**src/hw/rtl/cba_pkg.sv**
```systemverilog
// Shared constants, codes and controller/datapath structs of the cluster bitmap allocator.
package cba_pkg;

  localparam int MAX_CLUSTERS_DEF   = 65536;
  localparam int SCAN_WORD_BITS_DEF = 32;
  localparam int BLOCK_BYTES_DEF    = 2048;

  localparam int CNT_W    = 17;
  localparam int IDX_W    = 16;
  localparam int OP_W     = 2;
  localparam int STAT_W   = 2;
  localparam int BLK_W    = 2;
  localparam int PADDR_W  = 3;
  localparam int PDATA_W  = 32;
  localparam int OUT_W    = 24;

  localparam logic [CNT_W-1:0]   COUNT_RESET = 17'd65536;
  localparam logic [PADDR_W-1:0] ADDR_CLUSTER_COUNT = 3'd0;

  // Opcodes.
  localparam logic [OP_W-1:0] OP_ALLOC_FIRST = 2'd0;
  localparam logic [OP_W-1:0] OP_ALLOC_GIVEN = 2'd1;
  localparam logic [OP_W-1:0] OP_FREE        = 2'd2;
  localparam logic [OP_W-1:0] OP_QUERY       = 2'd3;

  // Status codes.
  localparam logic [STAT_W-1:0] ST_OK       = 2'd0;
  localparam logic [STAT_W-1:0] ST_USED     = 2'd1;
  localparam logic [STAT_W-1:0] ST_FULL     = 2'd2;
  localparam logic [STAT_W-1:0] ST_RANGE    = 2'd3;

  // Commands from the controller to the datapath.
  typedef struct packed {
    logic clear;
    logic accept;
    logic rd;
    logic eval;
    logic load_out;
  } cmd_t;

  // Status from the datapath to the controller.
  typedef struct packed {
    logic clr_last;
    logic in_fail;
    logic eval_done;
    logic out_free;
  } stat_t;

endpackage

```
**src/hw/rtl/cba_ctrl.sv**
```systemverilog
// Controller state machine of the cluster bitmap allocator.
module cba_ctrl (
  input  logic           clk_i,
  input  logic           rst_ni,
  input  logic           in_valid_i,
  output logic           in_ready_o,
  input  cba_pkg::stat_t stat_i,
  output cba_pkg::cmd_t  cmd_o
);

  localparam logic [2:0] S_CLEAR = 3'd0;
  localparam logic [2:0] S_IDLE  = 3'd1;
  localparam logic [2:0] S_READ  = 3'd2;
  localparam logic [2:0] S_EVAL  = 3'd3;
  localparam logic [2:0] S_DONE  = 3'd4;

  logic [2:0] state_q, state_d;

  // Next state and commands.
  always_comb begin
    state_d = state_q;
    cmd_o   = '0;
    in_ready_o = 1'b0;
    unique case (state_q)
      S_CLEAR: begin
        cmd_o.clear = 1'b1;
        if (stat_i.clr_last) state_d = S_IDLE;
      end
      S_IDLE: begin
        in_ready_o = 1'b1;
        if (in_valid_i) begin
          cmd_o.accept = 1'b1;
          state_d = stat_i.in_fail ? S_DONE : S_READ;
        end
      end
      S_READ: begin
        cmd_o.rd = 1'b1;
        state_d  = S_EVAL;
      end
      S_EVAL: begin
        cmd_o.eval = 1'b1;
        state_d = stat_i.eval_done ? S_DONE : S_READ;
      end
      S_DONE: begin
        if (stat_i.out_free) begin
          cmd_o.load_out = 1'b1;
          state_d = S_IDLE;
        end
      end
      default: state_d = S_CLEAR;
    endcase
  end

  always_ff @(posedge clk_i or negedge rst_ni) begin
    if (!rst_ni) begin
      state_q <= S_CLEAR;
    end else begin
      state_q <= state_d;
    end
  end

endmodule

```
**config.mk**
```make
export PLATFORM = sky130hd
export DESIGN_NAME = cba_ctrl
export DESIGN_NICKNAME = d
export VERILOG_FILES = /design/src/hw/rtl/cba_pkg.sv /design/src/hw/rtl/cba_ctrl.sv
export SDC_FILE = /design/constraint.sdc
export NUM_CORES = 1
export LEC_CHECK = 0
export BUFFER_PORTS_ARGS = -buffer_cell sky130_fd_sc_hd__buf_4
export CAP_MARGIN = 0
export CORE_AREA = 2 2 39 41
export CTS_BUF_LIST = sky130_fd_sc_hd__clkbuf_4 sky130_fd_sc_hd__clkbuf_8 sky130_fd_sc_hd__clkbuf_16
export CTS_CLUSTER_DIAMETER = 80
export DETAILED_ROUTE_END_ITERATION = 7
export DIE_AREA = 0 0 41 43
export HOLD_SLACK_MARGIN = 0.1
export SLEW_MARGIN = 15
export SYNTH_ARGS = -nofsm -noshare
export SYNTH_HDL_FRONTEND = slang
export SYNTH_SLANG_ARGS = --single-unit
```
**constraint.sdc**
```tcl
create_clock -name clk_i -period 1.15 [get_ports clk_i]
set_input_delay 0.115 -clock clk_i [delete_from_list [all_inputs] [get_ports clk_i]]
set_output_delay 0.115 -clock clk_i [all_outputs]
set_load 0.02 [all_outputs]
```
==> results of run 1 <==
area by class of cell:
class / instances / share of cell area
clock buffer: 4 / 0.0559
sequential: 3 / 0.147
tap: 16 / 0.0373
inverter: 3 / 0.0210
multi-input combinational: 19 / 0.338
timing repair buffer: 25 / 0.401
power groups by stage:
stage               registers (mW)  logic (mW)  clock network, mW
floorplan                    0.194       0.532                  0
global placement             0.279       0.620                  0
detailed placement           0.277       0.629                  0
CTS                          0.259       0.919              0.223
global route                 0.280        1.05              0.236
finish                       0.261       0.979              0.219
timing repair:
item                       4_1_cts  5_1_grt
pin swaps                        4        2
setup buffers                    9        0
hold endpoints to repair         4        0
gates resized for setup         11        4
setup endpoints to repair        8        9
hold buffers                     2        0
stage by stage:
stage | hold slack [ns] | cell area [sq um] | setup slack (ns) | total power [mW]
finish | 0.149 | 537 | -0.188 | 1.46
global route | 0.154 | 537 | -0.252 | 1.57
CTS | 0.143 | 519 | -0.178 | 1.40
detailed placement | -0.0949 | 380 | -0.0902 | 0.906
global placement | -0.0930 | 380 | -0.0913 | 0.899
floorplan | -0.181 | 278 | -0.0418 | 0.726
worst min-delay path by stage:
stage | to | slack (ns) | cells after the start
floorplan | state_q[0] | -0.18 | 0
global placement | state_q[0] | -0.09 | 1
detailed placement | state_q[0] | -0.09 | 1
CTS | state_q[0] | 0.14 | 3
global route | state_q[1] | 0.15 | 3
finish | state_q[1] | 0.15 | 3
worst register-to-register path: cells and delay by family (launching register included):
kind,cells,cell delay [ns]
AO/OA/AOI/OAI,3,0.55
buffers and inverters,1,0.17
flip-flops,1,0.46
cells by family after synthesis:
| logic type | count (synthesis) |
|---|---|
| AO/OA/AOI/OAI | 9 |
| buffers and inverters | 5 |
| flip-flops | 3 |
| AND/OR/NAND/NOR | 10 |
metal layers:
metal / part of all wire / vias to the layer above / GRT usage / wire length (microns)
li1: - / 152 / - / -
met1: 0.37 / 139 / 0.175 / 353
met2: 0.50 / 15 / 0.181 / 469
met3: 0.054 / 6 / 0.0366 / 51
met4: 0.074 / 0 / 0.193 / 70
met5: 0 / - / 0 / 0
placed cells by master, fill, tap and decap left out, types with 2 or more instances in the layout:
cell type / instances
nor3b_4: 2
buf_6: 6
clkbuf_4: 4
dlygate4sd3_1: 2
buf_4: 17
inv_1: 2
dfrtp_2: 3
==> impl_metrics.tcl, run 1 <==
set metrics [dict create \
    status "finished, violations left" \
    violations "negative setup slack" \
    crit_chain "nor3b_4, and2_4, buf_6" \
    rsz0062_at_grt "true" \
    end_kind "output pin" \
    clock-skew-final_ns 0.00284 \
    start_util 0.194 \
    diodes 0 \
    seqPwrFrac 0.179 \
    grt_antenna_before_repair 0 \
    grt_pass1_vias 359 \
    h-tree-depth 1 \
    max_freq_mhz 747 \
    vias 312 \
    ant_nets 0 \
    routed_wl_microns 944 \
    reg2reg_slack_ns -0.16 \
    leakage_nw 0.250 \
    wl_per_cell_microns 13.5 \
    worst_path_max_delay_cell "dfrtp_2" \
    cts_buffer_depth 2 \
    ir_drop_v 0.00129 \
    clockPowerShare 0.150 \
    grtUsageTotal 0.149 \
    largestRegisters "state_q: 3 flops" \
    crit_end "cmd_o[3]" \
    finalHoldViolCount 0 \
    io_pins 13 \
    critPathKind "reg2out" \
    cts_buffers 3 \
    insertion_delay_ns 0.24 \
    largest_reg_flops 3 \
    ys_seq_elements 3 \
    drt-pass1-iter-count 4 \
    clk_pin_slew_ns 0.04 \
    crit_arrival_ns 1.22 \
    yosys.cell_count.top_type "dfrtp_1" \
    synth_edf_count 0 \
    relSlewSlack 0.825 \
    fillerInstances 156 \
    synthXorXnorAreaFrac 0 \
    die_y_microns 43 \
    hp-class "in2reg" \
    max_stage_delay_ns 0.45 \
    timing.rr.end "state_q[2]" \
    synth_cell_types 22 \
    top_register "state_q" \
    hp-start "stat_i[3]" \
    synth-async-reset-ratio 1.00 \
    p_sw_uw 584 \
    drcViolationCount 0 \
    synthMuxAreaShare 0 \
    synth_simple_gate_area_share 0.349 \
    synth_area_leaders "dfrtp_1 (28%), nor3b_2 (9.3%), nor4bb_4 (9.3%)" \
    grt_max_degree 8 \
    finalSetupViolations 8 \
    viasPerCell 4.46 \
    synthAdderAreaFrac 0 \
    grt-ovfl-total 0 \
    power_density_mw_per_mm2 2720 \
    drive_above_1_share 0.722 \
    synth_compound_area_frac 0.247 \
    syn_to_final_growth_pct 99.5 \
    yosysTopAreaCell "dfrtp_1" \
    rr_worst_depth 4 \
    period_share 1.16 \
    drt_iter0_markers 8 \
    core_sq_mm 0.00138 \
    ys_top_cells_by_count "dfrtp_1 (3), buf_6 (2), inv_1 (2), nor3b_2 (2)" \
    place_inst 55 \
    drv_slew 0 \
    portBuffers 12 \
    cts_sinks 3 \
    cp_top_family "flip-flops" \
    synth_area_sq_um 269 \
    synth_top_family_by_area "simple AND/OR/NAND/NOR gates" \
    cp_max_fo 6 \
    synth_warnings 0 \
    cp-startpoint "state_q[2]" \
    internal-power_uw 875 \
    synthCells 27 \
    fin_setup_tns_ns -1.23 \
    die_w_microns 41 \
    seq_area_sq_um 78.8 \
    dieArea_sq_mm 0.00176 \
    cts_tree "yes" \
    worst_pin_slew_ns 0.263 \
    root_buffer "clkbuf_4" \
    worstSetupPathDepth 3 \
    r2r-start "state_q[0]" \
    start_kind "flop" \
    fin_crit_ns 1.34 \
    postLayoutCoreUtil 0.388 \
    seq_area_frac_synth 0.279 \
    fin_ws_ns -0.188 \
    required_ns 1.03 \
    synth_top_area_frac 0.279 \
    synthFlopType "dfrtp_1" \
    crit_buf_inv 1 \
    pwr-share-comb 0.671 \
    p_sw_frac 0.400 \
    dp_hpwl_microns 493 \
    final_nets 62 \
    multiInputGateArea_sq_um 181 \
    avgSynthCellArea_sq_um 9.96 \
    place_congestion 0.688 \
    row_count 14 \
    drv_cap 0 \
    synth_nets 34 \
    grt_pass1_wl_microns 1570 \
    final-instance-count-excl-fill 70 \
]
Power figures use the tool's default switching activity.
==> run 2, diff against run 1 <==
Settings changed: ABC_AREA from default to 1, GPL_ROUTABILITY_DRIVEN from default to 0.
==> run 2 against run 1 <==
  * Total power is 13% lower
  * Global-route usage is 4.1 points lower
  * Combinational power is 12% lower
  * Fmax is 7.5% higher
  * The flow still finishes with violations (negative setup slack)
  * Via count is 4.8% higher
  * Sequential share of layout area is 0.12 points higher
  * Count of clock-buffer cells in the layout stayed put
==> impl_metrics.tcl, run 2 <==
set metrics [dict create \
    status "finished, violations left" \
    violations "negative setup slack" \
    yosysTopAreaCell "dfrtp_1" \
    synth_compound_area_frac 0.0598 \
    yosys.cell_count.top_type "inv_1" \
    grt-ovfl-total 0 \
    drt_iter0_markers 2 \
    ys_seq_elements 3 \
    drive_above_1_share 0.631 \
    grt_antenna_before_repair 0 \
    io_pins 13 \
    synth_simple_gate_area_share 0.402 \
    dieArea_sq_mm 0.00176 \
    dp_hpwl_microns 483 \
    synth_area_leaders "dfrtp_1 (33%), inv_1 (20%), nor2_1 (15%)" \
    insertion_delay_ns 0.24 \
    worst_path_max_delay_cell "dfrtp_1" \
    cts_sinks 3 \
    portBuffers 12 \
    largestRegisters "state_q: 3 flops" \
    clock-skew-final_ns 0.00442 \
    start_util 0.166 \
    routed_wl_microns 837 \
    fin_ws_ns -0.0946 \
    synthFlopType "dfrtp_1" \
    hp-class "in2reg" \
    placed_area_sq_um 353 \
    grt_pass1_wl_microns 1200 \
    seq_area_sq_um 76.3 \
    ys_top_cells_by_count "inv_1 (12), nor2_1 (9), nand3_1 (6), dfrtp_1 (3), nand2_1 (3)" \
    synth_top_area_frac 0.326 \
    synth_top_family_by_area "simple AND/OR/NAND/NOR gates" \
    rsz0062_at_grt "true" \
    synthCells 39 \
    core_sq_mm 0.00138 \
    final_cell_mix "buf_4 (18), inv_1 (7), nor2_1 (7)" \
    final_common_cell "buf_4" \
    synth_nets 46 \
    worst_pin_slew_ns 0.179 \
    cp_max_fo 3 \
    finish.instance_area_sq_um 515 \
    root_buffer "clkbuf_4" \
    power_density_mw_per_mm2 2450 \
    ir_drop_v 0.000753 \
    wl_per_cell_microns 10.3 \
    vias 327 \
    start_kind "flop" \
    ant_nets 0 \
    period_share 1.08 \
    synthMuxAreaShare 0 \
    drcViolationCount 0 \
    grt_max_degree 7 \
    synth_area_sq_um 230 \
    max_freq_mhz 803 \
    crit_chain "nor2_2, inv_2, nor3_2, buf_4" \
    synth_edf_count 0 \
    syn_to_final_growth_pct 124 \
    row_count 14 \
    multiInputGateArea_sq_um 159 \
    synthXorXnorAreaFrac 0 \
    die_y_microns 43 \
    seq_area_frac_synth 0.326 \
    top_register "state_q" \
    required_ns 1.03 \
    drt-pass1-iter-count 4 \
    h-tree-depth 1 \
    cts_tree "yes" \
    cts_buffers 3 \
    leakage_nw 0.296 \
    final_nets 73 \
    clk_pin_slew_ns 0.04 \
    fillerInstances 146 \
    synth_cell_types 10 \
    fin_crit_ns 1.24 \
    whs_ns 0.204 \
    cts_buffer_depth 2 \
    drv_slew 0 \
    finalSetupViolations 6 \
    crit_arrival_ns 1.13 \
    grtUsageTotal 0.108 \
    relSlewSlack 0.880 \
    finalHoldViolCount 0 \
    avgSynthCellArea_sq_um 5.90 \
    grt_pass1_vias 322 \
    critPathKind "reg2out" \
    synth_warnings 0 \
    die_w_microns 41 \
    largest_reg_flops 3 \
    viasPerCell 4.04 \
    max_stage_delay_ns 0.39 \
    synthAdderAreaFrac 0 \
    diodes 0 \
    crit_buf_inv 2 \
    drv_cap 0 \
    cp_top_family "flip-flops" \
    synth-async-reset-ratio 1.00 \
    end_kind "output pin" \
]
-- run 2: cell count changes after synthesis, moves of 2 or more --
cell	change
buf_6	-2
inv_1	+10
nand2_1	+3
nand3_1	+6
nand4_1	+2
nor2_1	+8
nor3b_2	-2
-- run 2: stage by stage --
stage / total power [mW] / setup slack, ns / utilization / std cells / TNS [ns]
2_1_floorplan: 0.512 / 0.0940 / - / 39 / 0
3_3_place_gp: 0.713 / 0.142 / 0.255 / 68 / 0
3_5_place_dp: 0.718 / 0.109 / 0.255 / 68 / 0
4_1_cts: 1.16 / -0.102 / 0.340 / 80 / -0.412
5_1_grt: 1.37 / -0.169 / 0.373 / 81 / -0.797
6_report: 1.27 / -0.0946 / 0.373 / 81 / -0.315
-- run 2: cell families (layout without fill, tap and decap cells) --
kind of cell / count (synthesis) / count (layout)
flops: 3 / 3
simple gates: 21 / 21
compound gates: 2 / 2
buf+inv: 13 / 39
-- run 2: area by class of cell --
type	instances	share of cell area
repair buffers	22	0.347
multi-input cells	23	0.308
flip-flops and latches	3	0.148
inverters	13	0.0995
clock buffers	4	0.0583
well taps	16	0.0388
-- run 2: final timing paths --
check	to	from	depth (start not counted)	slack [ns]
max in group asynchronous	state_q[2]	rst_ni	2	0.83
setup / recovery	cmd_o[0]	state_q[0]	4	-0.09
min in group asynchronous	state_q[0]	rst_ni	2	0.21
hold / removal	state_q[1]	stat_i[1]	4	0.20
setup reg to reg	state_q[0]	state_q[0]	5	-0.01
hold reg to reg	state_q[0]	state_q[1]	3	0.78
-- run 2: repair_timing --
| action | in CTS | in global routing |
|---|---|---|
| gates resized for setup | 9 | 11 |
| endpoints found under the hold margin | 3 | 0 |
| hold buffers | 1 | 0 |
| cloned | 0 | 0 |
| buffers inserted | 7 | 3 |
| pin swaps | 2 | 3 |
| setup endpoints to repair | 6 | 9 |
-- run 2: worst reg2reg max path: cells and delay by family (launching register included) --
kind,cells,cell delay (ns)
compound gates,1,0.18
flops,1,0.39
buf+inv,3,0.32
simple gates,1,0.16
-- run 2: where the power goes --
| part | leakage [nW] | switching (mW) | total (mW) | internal (mW) |
|---|---|---|---|---|
| clock | 0.0184 | 0.0607 | 0.215 | 0.154 |
| sequential | 0.0371 | 0.0444 | 0.193 | 0.148 |
| combinational | 0.240 | 0.451 | 0.858 | 0.407 |
| total | 0.296 | 0.556 | 1.27 | 0.709 |
-- run 2: layer usage --
layer	global-route usage	up-vias	routed length (microns)
met1	0.100	140	289
met3	0.0471	2	57
met5	0	-	0
li1	-	172	-
met4	0.107	0	18
met2	0.159	13	472
